[src/sv/ssp_pkg.sv]
// ----------------------------------------------------------------------------
// ssp_pkg: shared types and constants for the smoothstep shuttle profile
// phase codes, fixed-point widths and the request/response bundles
// ----------------------------------------------------------------------------
package ssp_pkg;

  localparam int TickW  = 8;
  localparam int HgtW   = 16;
  localparam int FracW  = 17;   // q0.16 plus one integer bit for exactly 1.0
  localparam int QuotW  = 16;
  localparam int CfgW   = 16;
  localparam int CfgIdxW = 2;

  localparam logic [FracW-1:0] QOne = 17'h10000;

  // cycle phase codes
  localparam logic [1:0] PH_BOTTOM = 2'd0;
  localparam logic [1:0] PH_RISE   = 2'd1;
  localparam logic [1:0] PH_TOP    = 2'd2;
  localparam logic [1:0] PH_FALL   = 2'd3;

  // configuration register indexes
  localparam logic [CfgIdxW-1:0] CFG_TRAVEL = 2'd0;
  localparam logic [CfgIdxW-1:0] CFG_DWELL  = 2'd1;
  localparam logic [CfgIdxW-1:0] CFG_MAXH   = 2'd2;

  // reset values of the registers
  localparam logic [TickW-1:0] TravelRst = 8'd120;
  localparam logic [TickW-1:0] DwellRst  = 8'd40;
  localparam logic [HgtW-1:0]  MaxHRst   = 16'd21130;

  typedef struct packed {
    logic             start;
    logic [TickW-1:0] num;
    logic [TickW-1:0] den;
  } div_req_t;

  typedef struct packed {
    logic             done;
    logic [QuotW-1:0] quot;
  } div_rsp_t;

  typedef struct packed {
    logic             start;
    logic [FracW-1:0] x;
    logic [HgtW-1:0]  max_h;
  } poly_req_t;

  typedef struct packed {
    logic            done;
    logic [HgtW-1:0] height;
  } poly_rsp_t;

endpackage

[src/sv/ssp_div.sv]
// ----------------------------------------------------------------------------
// ssp_div: restoring fraction divider
// (num << 16) / den for num < den, one quotient bit per cycle
// ----------------------------------------------------------------------------
module ssp_div (
  input  logic              clk_i,
  input  logic              rst_ni,
  input  ssp_pkg::div_req_t req_i,
  output ssp_pkg::div_rsp_t rsp_o
);
  import ssp_pkg::*;

  localparam int CntW = $clog2(QuotW);

  logic             run_q;
  logic             done_q;
  logic [CntW-1:0]  cnt_q;
  logic [TickW-1:0] rem_q;
  logic [TickW-1:0] den_q;
  logic [QuotW-1:0] quot_q;

  logic [TickW:0]   rem2;
  logic [TickW:0]   diff;
  logic             ge;

  assign rem2 = {rem_q, 1'b0};
  assign diff = rem2 - {1'b0, den_q};
  assign ge   = rem2 >= {1'b0, den_q};

  always_ff @(posedge clk_i or negedge rst_ni) begin
    if (!rst_ni) begin
      run_q  <= 1'b0;
      done_q <= 1'b0;
      cnt_q  <= '0;
    end else begin
      done_q <= 1'b0;
      if (req_i.start) begin
        run_q <= 1'b1;
        cnt_q <= '0;
      end else if (run_q) begin
        cnt_q <= cnt_q + 1'b1;
        if (cnt_q == CntW'(QuotW - 1)) begin
          run_q  <= 1'b0;
          done_q <= 1'b1;
        end
      end
    end
  end

  always_ff @(posedge clk_i) begin
    if (req_i.start) begin
      rem_q  <= req_i.num;
      den_q  <= req_i.den;
      quot_q <= '0;
    end else if (run_q) begin
      rem_q  <= ge ? diff[TickW-1:0] : rem2[TickW-1:0];
      quot_q <= {quot_q[QuotW-2:0], ge};
    end
  end

  assign rsp_o.done = done_q;
  assign rsp_o.quot = quot_q;

endmodule

[src/sv/ssp_poly.sv]
// ----------------------------------------------------------------------------
// ssp_poly: quintic smoothstep and height scaling
// one shared multiplier stepped through x^2, x^3, x^3*p and max*s
// ----------------------------------------------------------------------------
module ssp_poly (
  input  logic               clk_i,
  input  logic               rst_ni,
  input  ssp_pkg::poly_req_t req_i,
  output ssp_pkg::poly_rsp_t rsp_o
);
  import ssp_pkg::*;

  localparam int PW    = 21;           // width of 6*x2 + 10 - 15*x
  localparam int ProdW = PW + FracW;

  localparam logic [2:0] P_IDLE = 3'd0;
  localparam logic [2:0] P_X2   = 3'd1;
  localparam logic [2:0] P_X3   = 3'd2;
  localparam logic [2:0] P_S    = 3'd3;
  localparam logic [2:0] P_H    = 3'd4;

  localparam logic [PW-1:0] TenQ = PW'(10 * 65536);

  logic [2:0]       step_q;
  logic             done_q;
  logic [FracW-1:0] x_q, x2_q, x3_q, s_q;
  logic [PW-1:0]    p_q;
  logic [HgtW-1:0]  max_q, height_q;

  logic [PW-1:0]    mul_a;
  logic [FracW-1:0] mul_b;
  logic [ProdW-1:0] prod;
  logic [PW-1:0]    p_pos, p_neg;
  logic [PW-1:0]    s_raw;

  always_comb begin
    mul_a = '0;
    mul_b = '0;
    unique case (step_q)
      P_X2:    begin mul_a = PW'(x_q);   mul_b = x_q;  end
      P_X3:    begin mul_a = PW'(x2_q);  mul_b = x_q;  end
      P_S:     begin mul_a = p_q;        mul_b = x3_q; end
      P_H:     begin mul_a = PW'(max_q); mul_b = s_q;  end
      default: begin mul_a = '0;         mul_b = '0;   end
    endcase
  end

  assign prod  = ProdW'(mul_a) * ProdW'(mul_b);
  assign p_pos = PW'(x2_q) * PW'(6) + TenQ;
  assign p_neg = PW'(x_q) * PW'(15);
  assign s_raw = prod[PW+15:16];

  always_ff @(posedge clk_i or negedge rst_ni) begin
    if (!rst_ni) begin
      step_q <= P_IDLE;
      done_q <= 1'b0;
    end else begin
      done_q <= 1'b0;
      unique case (step_q)
        P_IDLE:  if (req_i.start) step_q <= P_X2;
        P_X2:    step_q <= P_X3;
        P_X3:    step_q <= P_S;
        P_S:     step_q <= P_H;
        P_H:     begin
          step_q <= P_IDLE;
          done_q <= 1'b1;
        end
        default: step_q <= P_IDLE;
      endcase
    end
  end

  always_ff @(posedge clk_i) begin
    if (step_q == P_IDLE && req_i.start) begin
      x_q   <= req_i.x;
      max_q <= req_i.max_h;
    end
    if (step_q == P_X2) x2_q <= prod[FracW+15:16];
    if (step_q == P_X3) begin
      x3_q <= prod[FracW+15:16];
      p_q  <= (p_pos >= p_neg) ? p_pos - p_neg : '0;
    end
    // clamp to 1.0
    if (step_q == P_S) s_q <= (s_raw > PW'(QOne)) ? QOne : s_raw[FracW-1:0];
    if (step_q == P_H) height_q <= prod[HgtW+15:16];
  end

  assign rsp_o.done   = done_q;
  assign rsp_o.height = height_q;

endmodule

[src/sv/smoothstep_shuttle_profile.sv]
// ----------------------------------------------------------------------------
// smoothstep_shuttle_profile: quintic smoothstep shuttle profile generator
// four-phase cycle (bottom dwell, rise, top dwell, fall) advanced per tick
// ----------------------------------------------------------------------------
// flow: a hold beat or a dwell tick goes from accept straight to the done state;
//   a travel tick passes through the bit-serial fraction divider, then the
//   shared multiplier; it skips the divider when the fraction saturates
// throughput: one item at a time, in_stall_o stays high until the result is
//   loaded into the output register; the next beat may enter while it waits
// reset: phase bottom dwell, counter 40, height 0, registers 120/40/21130
module smoothstep_shuttle_profile (
  input  logic                        clk_i,
  input  logic                        rst_ni,
  // configuration write port
  input  logic                        cfg_we_i,
  input  logic [ssp_pkg::CfgIdxW-1:0] cfg_idx_i,
  input  logic [ssp_pkg::CfgW-1:0]    cfg_data_i,
  // tick channel
  input  logic                        in_valid_i,
  output logic                        in_stall_o,
  input  logic                        advance_i,
  // result channel
  output logic                        out_valid_o,
  input  logic                        out_stall_i,
  output logic [ssp_pkg::HgtW-1:0]    height_offset_o,
  output logic [1:0]                  phase_o,
  output logic                        phase_end_o
);
  import ssp_pkg::*;

  // sequencer states
  localparam logic [1:0] S_IDLE = 2'd0;
  localparam logic [1:0] S_DIV  = 2'd1;
  localparam logic [1:0] S_POLY = 2'd2;
  localparam logic [1:0] S_DONE = 2'd3;

  logic [1:0]       state_q;
  logic             adv_q;
  logic [1:0]       phase_q;
  logic [TickW-1:0] tick_q;
  logic [HgtW-1:0]  height_q;
  logic [HgtW-1:0]  calc_q;

  logic [TickW-1:0] travel_q, dwell_q;
  logic [HgtW-1:0]  maxh_q;

  logic             out_valid_q;
  logic [HgtW-1:0]  out_height_q;
  logic [1:0]       out_phase_q;
  logic             out_end_q;

  logic             in_acc, out_free;
  logic             travel_ph, sat;
  logic [TickW-1:0] num;

  ssp_pkg::div_req_t  div_req;
  ssp_pkg::div_rsp_t  div_rsp;
  ssp_pkg::poly_req_t poly_req;
  ssp_pkg::poly_rsp_t poly_rsp;

  // commit path
  logic [TickW-1:0] tick_dec;
  logic             ends;
  logic [1:0]       phase_nx;
  logic [TickW-1:0] tick_nx;
  logic [HgtW-1:0]  height_nx;
  logic             end_nx;

  assign in_stall_o = (state_q != S_IDLE);
  assign in_acc     = in_valid_i && !in_stall_o;
  assign out_free   = !out_valid_q || !out_stall_i;

  // rise and fall are the odd phases
  assign travel_ph = phase_q[0];

  // elapsed numerator: rising counts up from zero, falling counts down
  always_comb begin
    if (phase_q == PH_RISE) begin
      num = (tick_q < travel_q) ? travel_q - tick_q : '0;
    end else begin
      num = tick_q;
    end
  end

  // fraction at or above one (and zero travel length) clamps to 1.0
  assign sat = (num >= travel_q);

  assign div_req.start = in_acc && advance_i && travel_ph && !sat;
  assign div_req.num   = num;
  assign div_req.den   = travel_q;

  assign poly_req.start = (in_acc && advance_i && travel_ph && sat) ||
                          (state_q == S_DIV && div_rsp.done);
  assign poly_req.x     = (state_q == S_DIV) ? {1'b0, div_rsp.quot} : QOne;
  assign poly_req.max_h = maxh_q;

  ssp_div u_div (
    .clk_i  (clk_i),
    .rst_ni (rst_ni),
    .req_i  (div_req),
    .rsp_o  (div_rsp)
  );

  ssp_poly u_poly (
    .clk_i  (clk_i),
    .rst_ni (rst_ni),
    .req_i  (poly_req),
    .rsp_o  (poly_rsp)
  );

  // tick down and phase advance, applied when the result is handed over
  always_comb begin
    tick_dec  = (tick_q != '0) ? tick_q - 1'b1 : '0;
    ends      = (tick_dec == '0);
    phase_nx  = phase_q;
    tick_nx   = tick_q;
    height_nx = height_q;
    end_nx    = 1'b0;
    if (adv_q) begin
      tick_nx = tick_dec;
      if (travel_ph) height_nx = calc_q;
      if (ends) begin
        phase_nx = phase_q + 2'd1;
        end_nx   = 1'b1;
        // odd next phase is a travel
        tick_nx  = phase_nx[0] ? travel_q : dwell_q;
        // snap to the endpoint at the end of a travel
        if (phase_q == PH_RISE) height_nx = maxh_q;
        if (phase_q == PH_FALL) height_nx = '0;
      end
    end
  end

  // sequencer and profile state
  always_ff @(posedge clk_i or negedge rst_ni) begin
    if (!rst_ni) begin
      state_q     <= S_IDLE;
      adv_q       <= 1'b0;
      phase_q     <= PH_BOTTOM;
      tick_q      <= DwellRst;
      height_q    <= '0;
      out_valid_q <= 1'b0;
    end else begin
      // a new beat loads, else an accepted one leaves
      if (state_q == S_DONE && out_free) begin
        out_valid_q <= 1'b1;
      end else if (out_valid_q && !out_stall_i) begin
        out_valid_q <= 1'b0;
      end
      unique case (state_q)
        S_IDLE: begin
          if (in_acc) begin
            adv_q <= advance_i;
            if (advance_i && travel_ph) begin
              state_q <= sat ? S_POLY : S_DIV;
            end else begin
              state_q <= S_DONE;
            end
          end
        end
        S_DIV: begin
          if (div_rsp.done) state_q <= S_POLY;
        end
        S_POLY: begin
          if (poly_rsp.done) state_q <= S_DONE;
        end
        S_DONE: begin
          if (out_free) begin
            phase_q  <= phase_nx;
            tick_q   <= tick_nx;
            height_q <= height_nx;
            state_q  <= S_IDLE;
          end
        end
        default: state_q <= S_IDLE;
      endcase
    end
  end

  // travel height result
  always_ff @(posedge clk_i) begin
    if (state_q == S_POLY && poly_rsp.done) calc_q <= poly_rsp.height;
  end

  // output beat register
  always_ff @(posedge clk_i) begin
    if (state_q == S_DONE && out_free) begin
      out_height_q <= height_nx;
      out_phase_q  <= phase_nx;
      out_end_q    <= end_nx;
    end
  end

  // configuration registers, unknown indexes are dropped
  always_ff @(posedge clk_i or negedge rst_ni) begin
    if (!rst_ni) begin
      travel_q <= TravelRst;
      dwell_q  <= DwellRst;
      maxh_q   <= MaxHRst;
    end else if (cfg_we_i) begin
      unique case (cfg_idx_i)
        CFG_TRAVEL: travel_q <= cfg_data_i[TickW-1:0];
        CFG_DWELL:  dwell_q  <= cfg_data_i[TickW-1:0];
        CFG_MAXH:   maxh_q   <= cfg_data_i[HgtW-1:0];
        default:    ;
      endcase
    end
  end

  assign out_valid_o     = out_valid_q;
  assign height_offset_o = out_height_q;
  assign phase_o         = out_phase_q;
  assign phase_end_o     = out_end_q;

endmodule

[config.mk]
export PLATFORM = sky130hd
export DESIGN_NAME = smoothstep_shuttle_profile
export DESIGN_NICKNAME = d
export VERILOG_FILES = /design/src/sv/ssp_pkg.sv /design/src/sv/ssp_div.sv /design/src/sv/ssp_poly.sv /design/src/sv/smoothstep_shuttle_profile.sv
export SDC_FILE = /design/constraint.sdc
export NUM_CORES = 2
export LEC_CHECK = 0
export BUFFER_PORTS_ARGS = -buffer_cell sky130_fd_sc_hd__buf_2
export CELL_PAD_IN_SITES_DETAIL_PLACEMENT = 1
export CELL_PAD_IN_SITES_GLOBAL_PLACEMENT = 1
export CORE_UTILIZATION = 35
export DETAILED_ROUTE_END_ITERATION = 6
export MAX_ROUTING_LAYER = met4
export PLACE_DENSITY = 0.68
export SKIP_LAST_GASP = 1
export SLEW_MARGIN = 20
export SYNTH_ARGS = -nofsm -noshare
export SYNTH_HDL_FRONTEND = slang
export SYNTH_SLANG_ARGS = --single-unit
[constraint.sdc]
create_clock -name clk_i -period 10.3 [get_ports clk_i]
set_clock_uncertainty 0.05 [all_clocks]
set_input_delay 0.515 -clock clk_i [delete_from_list [all_inputs] [get_ports clk_i]]
set_output_delay 0.515 -clock clk_i [all_outputs]
set_load 0.05 [all_outputs]
# Word-level counts from Yosys, hierarchy flattened
# Cells that the tools add are included.
dict set report word_totals {
  reg_bits 260
  latch_bits 0
  mem_bits_rw 0
  mem_bits_ro 0
  input_bits 24
  wordCells 133
  n_memories 0
}
dict set report op_classes {
  add_sub_neg 7
  n_mul 3
  div_mod_pow 0
  magnitude_cmp 5
  n_eq_ne 17
  shift 0
  muxes 39
  bitwise_logic 0
  n_reduce_logical 33
}
# op count
set ops {}
lappend ops {{$pmux W21 S4} 1}
lappend ops {{$mux W16} 5}
lappend ops {{$mux W8} 8}
lappend ops {{$pmux W17 S3} 1}
lappend ops {{$mul A21 B17 Y37} 1}
lappend ops {{$add A20 B20 Y21 const B} 1}
lappend ops {{$ge A21 B21 Y1} 1}
lappend ops {{$gt A21 B17 Y1 const B} 1}
lappend ops {{$mul A17 B4 Y21 const B} 1}
lappend ops {{$sub A21 B21 Y21} 1}
lappend ops {{$mul A17 B2 Y19 const B} 1}
lappend ops {{$mux W17} 1}
lappend ops {{$mux W2} 8}
lappend ops {{$sub A8 B8 Y8} 2}
lappend ops {{$pmux W3 S4} 1}
lappend ops {{$logic_and A1 B1 Y1} 11}
lappend ops {{$mux W1} 10}
lappend ops {{$reduce_and A2 Y1} 5}
lappend ops {{$ge A9 B8 Y1} 1}
lappend ops {{$eq A2 B2 Y1 const B} 4}
lappend ops {{$ge A8 B8 Y1} 1}
lappend ops {{$logic_not A8 Y1} 1}
lappend ops {{$lt A8 B8 Y1} 1}
lappend ops {{$mux W4} 2}
lappend ops {{21 further kinds} 34}

# Logic depth before layout (Yosys ltp)
dict set report depth {
  word_depth 9
  mapped_depth 32
  mapped_depth_nobuf 28
}

# Cells and area by module
# From an unflattened synthesis, not the netlist that was laid out.
dict set report hier_totals {
  hier_cells 2641
  area_unflattened_um2 26171.4
}
# module n_inst cells_per_inst area_each_um2
set modules_own_cells {}
lappend modules_own_cells {ssp_poly 1 1959 18856.8}
lappend modules_own_cells {smoothstep_shuttle_profile 1 497 5381.4}
lappend modules_own_cells {ssp_div 1 185 1933.1}

# Worst setup path before layout
# OpenSTA, ideal clock, no wires.
dict set report synth_timing {
  path_type {reg2reg}
  from {reg u_poly.step_q[1]}
  to {reg u_poly.s_q[1], data pin}
  setup_ns 0.257
  t_arrival_ns 8.492
  required_ns 9.993
  setup_slack_ns 1.501
  path_stages_with_launch 29
  synth_period_minus_slack_ns 8.799
  cell_sequence {dfrtp_1 -> buf_2 -> inv_1 -> nor3_1 -> clkbuf_1 -> clkbuf_1 -> a221oi_1 -> nor2_1 -> fa_1 -> inv_1 -> fa_1 -> fa_1 -> inv_1 -> fa_1 -> fa_1 -> inv_1 -> fa_1 -> inv_1 -> ha_1 -> and4_1 -> o211ai_2 -> a21oi_1 -> o41ai_2 -> a211o_1 -> xnor2_1 -> nor2_1 -> a41oi_1 -> buf_4 -> nor3b_2}
}
dict set report synth_via {
  elab_chain_len 5
  word_cells_on_any_way 9
  classes_between {mul: 1; order compare: 1; eq/ne: 4; mux: 2; reduce/logical: 1}
}
# element line
set synth_lines {}
lappend synth_lines {{start, declared} ssp_poly.sv:24} ;# logic [2:0] step_q;
lappend synth_lines {{start signal, assigned} ssp_poly.sv:55} ;# step_q <= P_IDLE;
lappend synth_lines {{start signal, assigned} ssp_poly.sv:60} ;# P_IDLE: if (req_i.start) step_q <= P_X2;
lappend synth_lines {{start signal, assigned} ssp_poly.sv:61} ;# P_X2: step_q <= P_X3;
lappend synth_lines {{$eq A3 B2 Y1 / $eq A3 B1 Y1 (equally long branches)} ssp_poly.sv:39} ;# unique case (step_q)
lappend synth_lines {{$reduce_or A2 Y1 (no source line)} n/a}
lappend synth_lines {{$pmux W17 S3} ssp_poly.sv:39}
lappend synth_lines {{$mul A21 B17 Y37 (*)} ssp_poly.sv:48} ;# assign prod = ProdW'(mul_a) * ProdW'(mul_b);
lappend synth_lines {{net u_poly.prod[31]} ssp_poly.sv:32} ;# logic [ProdW-1:0] prod;
lappend synth_lines {{$gt A21 B17 Y1 (*)} ssp_poly.sv:84} ;# if (step_q == P_S) s_q <= (s_raw > PW'(QOne)) ? QOne : s_raw[FracW-1:0];
lappend synth_lines {{end signal, assigned} ssp_poly.sv:84}
lappend synth_lines {{end, declared} ssp_poly.sv:26} ;# logic [FracW-1:0] x_q, x2_q, x3_q, s_q;
# The timed path passes the listed nets; every way through them passes the cells marked *.
# A chain may end at the register's enable or synchronous reset.

# Worst setup path after layout
dict set report layout_timing {
  from {reg u_poly.step_q[0]}
  to {reg u_poly.s_q[8], data pin}
}
dict set report layout_via {
  elab_chain_len 5
  word_cells_on_any_way 9
  classes_between {mul: 1; order compare: 1; eq/ne: 4; mux: 2; reduce/logical: 1}
}
# element line
set layout_lines {}
lappend layout_lines {{$eq A3 B2 Y1 / $eq A3 B1 Y1 (equally long branches)} ssp_poly.sv:39}
lappend layout_lines {{$reduce_or A2 Y1 (no source line)} n/a}
lappend layout_lines {{$pmux W17 S3} ssp_poly.sv:39}
lappend layout_lines {{$mul A21 B17 Y37 (*)} ssp_poly.sv:48}
lappend layout_lines {{$gt A21 B17 Y1} ssp_poly.sv:84}
# Every way passes the cells marked *; elsewhere a longest branch is shown, timed or not.

==> results by group <==
Power and ir drop
  – Max VDD drop: 0.000157 V
  – Clock Power Share: 0.327
  – Switch Pwr: between 1000 and 1500 µW
  – Register share of total power: 0.416
  – Pwr Density: 110 nW/µm²
  – Pleak: about 0.012 µW
  – P_int: 2100 µW
  – Comb power frac: 0.256
  – Sw Share: 0.334

Synth
  – Cell variety after synth: 86
  – FF+latch count, synth: 260
  – Cell count after synthesis: ~2600
  – Synth Net Count: 3178
  – Post-synth top flop: edfxtp_1
  – Number of synthesized flops with an enable pin: between 150 and 200
  – Cell area after synthesis: 25900 µm²
  – Yosys warns: 0
  – Seq/Total Area, Yosys: 0.282
  – Synth async-reset ratio: 0.277
  – Synth Area per Inst: 9.82 µm²

CTS
  – TritonCTS clock tree: built
  – Postcts setup bufs: 0
  – CTS sink cnt: 260
  – Post-cts gate resize count: 0
  – CTS max path bufs: 3
  – CTS Hold Bufs: 0
  – CTS buffer count: 28
  – Clk_lat worst skew: approximately 0.57 ns
  – H-tree depth: 1
  – Reg clk slew, reported paths: 0.06 ns
  – Root buffer cell: clkbuf_16

Final layout
  – Final Instance Area: ~28000 µm²
  – Final core occ: 0.390
  – Share of layout cells above drive strength 1: 0.0924
  – Area grow syn2layout: 9.96%
  – Fin nets: approximately 3200

Routing
  – Via count: 19600
  – Total Wirelength: just over 80000 µm
  – 1st-iter DRT viols: 1173
  – Post-DRT Antenna Nets: 0
  – Drc violations: 0
  – Vias per cell: 5.35
  – Drt pass-1 iters: 5
  – Routed len/inst: 22.3 µm

STA
  – Fin. max-slew vios: 0
  – Final hold vios: 0
  – Setup-failing EPs final: 0
  – Slew @ Worst Pin: 1.09 ns
  – Min cycle time layout: 9.36 ns
  – RSZ-0062 raised after global routing: false
  – Setup TNS: 0 ns
  – Final period util: 0.909
  – Max Freq: 107 MHz
  – Max_slew headroom: 0.272

Global routing
  – Busiest grt layer: met2
  – First-pass GRT wire length: 128000 µm
  – Largest net degree at the start of global routing: 73
  – Number of global-route vias before repair: 21500
  – Tot GR Track Use: 0.229
  – Met3 GRT Util: 0.0187
  – Initial antenna violation count: 4
  – Total congestion overflow: 0
  – Met2 Usage GRT: 0.388
  – Met1 usage: 0.294

Worst setup path
  – Worst path arrival time: 9.71 ns
  – Worst Path Max Fanout: 27
  – Crit Path Class: flop to flop
  – Critical Path RT: 10.65 ns
  – Crit-path most repeated cell: fa_1
  – R2R Setup Slk: between 0.9 and 1 ns
  – Slowest cell on crit path: nor2_4
  – Largest stage delay, worst path: around 0.71 ns
  – Worst setup SP type: flop
  – Top delay family on crit path: adder cells
  – Setup crit end kind: flop
  – Buffers plus inverters on the worst setup path: 4

Job
  – Max Cap Viol: 0

Place
  – Area after DPL: 27500 µm²
  – Detailed placement HPWL: between 60000 and 70000 µm
  – RePlAce Congestion: around 0.94
  – Port buffer count: 44

Floorplan
  – Die area: 75100 µm²
  – IO Pins: 45
  – Die Y: 274 µm
  – Die Wd: around 270 µm
  – Core region area: 73100 µm²
  – Initial Utilization: 0.354
  – Std cell rows: 99

Status
  – Run status: finished, final reports clean

Worst hold path
  – Hold crit path type: input port to flop
-- power groups by stage --
stage,Clock (µW),Sequential [µW],Combinational (µW)
floorplan,0,1390,465
global placement,0,1320,766
detailed placement,0,1330,795
CTS,1060,1310,809
global route,1090,1320,878
finish,1030,1310,806
-- flip-flops by register name, indices dropped and copies added, names as in the netlist, 2 cells and up --
register         flops
calc_q              16
u_poly.max_q        16
u_div.den_q          8
u_poly.x_q          17
tick_q               8
maxh_q              16
phase_o              2
travel_q             8
phase_q              2
u_poly.x2_q         17
u_poly.step_q        3
state_q              2
u_div.rem_q          8
u_poly.x3_q         17
u_div.cnt_q          4
dwell_q              8
height_q            16
u_poly.s_q          17
u_poly.p_q          21
height_offset_o     16
u_div.quot_q        16
u_poly.height_q     16
-- synthesized netlist by cell type (5+ instances only) --
cell | n | area (µm²)
o21ai_0 | 93 | 465
nor3b_2 | 6 | 75.1
xnor2_1 | 42 | 368
buf_2 | 5 | 25.0
a21o_1 | 34 | 255
or2_2 | 6 | 37.5
and3_1 | 12 | 75.1
o21bai_1 | 8 | 60.1
a22oi_1 | 17 | 128
o211ai_1 | 15 | 113
nor2b_1 | 20 | 125
nor3b_1 | 8 | 60.1
o22ai_1 | 19 | 119
o21ai_1 | 14 | 70.1
nand4_1 | 8 | 50.1
edfxtp_1 | 172 | 5160
a21oi_1 | 75 | 375
or3_1 | 12 | 75.1
fa_1 | 315 | 6310
o2111ai_1 | 6 | 52.6
nand2_1 | 339 | 1270
a211oi_1 | 13 | 97.6
nand3_1 | 23 | 115
nor3_2 | 6 | 60.1
nor2_1 | 230 | 863
o31ai_1 | 5 | 37.5
a221oi_1 | 16 | 140
mux2_2 | 37 | 417
nand2b_1 | 16 | 100
ha_1 | 201 | 2510
xor2_1 | 34 | 298
clkbuf_1 | 81 | 304
nor3_1 | 31 | 155
a22o_1 | 19 | 166
nor4_1 | 12 | 75.1
o21a_1 | 20 | 150
dfrtp_1 | 58 | 1450
and2_1 | 42 | 263
dfxtp_1 | 16 | 320
dfstp_2 | 14 | 368
inv_1 | 415 | 1560
a221o_1 | 16 | 160
mux2i_1 | 36 | 360
-- per-stage QoR --
stage | hold WS [ns] | power (µW) | setup WS (ns) | cells
CTS | 0.0840 | 3170 | 0.952 | 3665
global placement | 0.360 | 2090 | 1.29 | 3613
detailed placement | 0.358 | 2120 | 1.06 | 3613
floorplan | 0.169 | 1860 | 1.50 | 2638
global route | 0.103 | 3290 | 0.358 | 3667
finish | 0.122 | 3140 | 0.936 | 3667
-- worst register-to-register path, delay by kind of cell (launching register included) --
kind,cells,cell delay (ns)
compound gates,8,2.37
buf+inv,4,0.36
flops,1,0.59
xor+xnor,1,0.45
simple gates,6,1.92
fa+ha+maj,7,3.44
-- layout make-up --
| type | instances | area, µm² |
|---|---|---|
| fill | 8363 | 44600 |
| multi-input combinational | 1870 | 16700 |
| sequential | 260 | 7310 |
| inverter | 415 | 1560 |
| tap | 959 | 1200 |
| clock buffer | 40 | 807 |
| timing repair buffer | 110 | 749 |
| clock inverter | 12 | 124 |
| antenna | 1 | 2.50 |
-- routing by layer --
layer  wire, µm  share of wire
met5          0              0
met4       2230          0.027
met3       3490          0.043
met2      40700           0.50
met1      35300           0.43
-- placed cells by master (no fill, tap or decap), types with 19 or more instances in the layout --
cell / netlist / layout
xor2_1: 34 / 34
nand3_1: 23 / 23
and2_1: 42 / 42
buf_4: 1 / 63
nor2_1: 230 / 229
a22o_1: 19 / 19
dfrtp_1: 58 / 57
a21oi_1: 75 / 74
mux2_2: 37 / 37
buf_2: 5 / 43
nor3_1: 31 / 30
o22ai_1: 19 / 19
edfxtp_1: 172 / 172
xnor2_1: 42 / 42
o21a_1: 20 / 20
a21o_1: 34 / 34
nand2_1: 339 / 339
mux2i_1: 36 / 36
fa_1: 315 / 315
o21ai_0: 93 / 87
ha_1: 201 / 201
nor2b_1: 20 / 19
clkbuf_16: 0 / 29
inv_1: 415 / 415
-- logic make-up after synthesis --
logic type                 synth area share
AOI/OAI and AO/OA                     0.111
xor gates and xnor gates             0.0263
adders and majority gates             0.341
buffers and inverters                0.0749
DFF                                   0.282
muxes                                0.0300
and+or+nand+nor                       0.135
-- final timing paths --
| path | from | to | cells after the start |
|---|---|---|---|
| max | u_poly.step_q[0]$_DFFE_PN0P_ | u_poly.s_q[8]$_SDFFCE_PN0N_ | 26 |
| min | cfg_data_i[13] | maxh_q[13]$_DFFE_PN0P_ | 2 |
| max reg2reg | u_poly.step_q[0]$_DFFE_PN0P_ | u_poly.s_q[8]$_SDFFCE_PN0N_ | 26 |
| min reg2reg | u_poly.height_q[3]$_DFFE_PN_ | calc_q[3]$_DFFE_PP_ | 0 |
| max in group asynchronous | rst_ni | phase_q[0]$_DFFE_PN0P_ | 2 |
| min in group asynchronous | rst_ni | maxh_q[13]$_DFFE_PN0P_ | 2 |
Note: power is estimated with default switching activity, not from simulation.
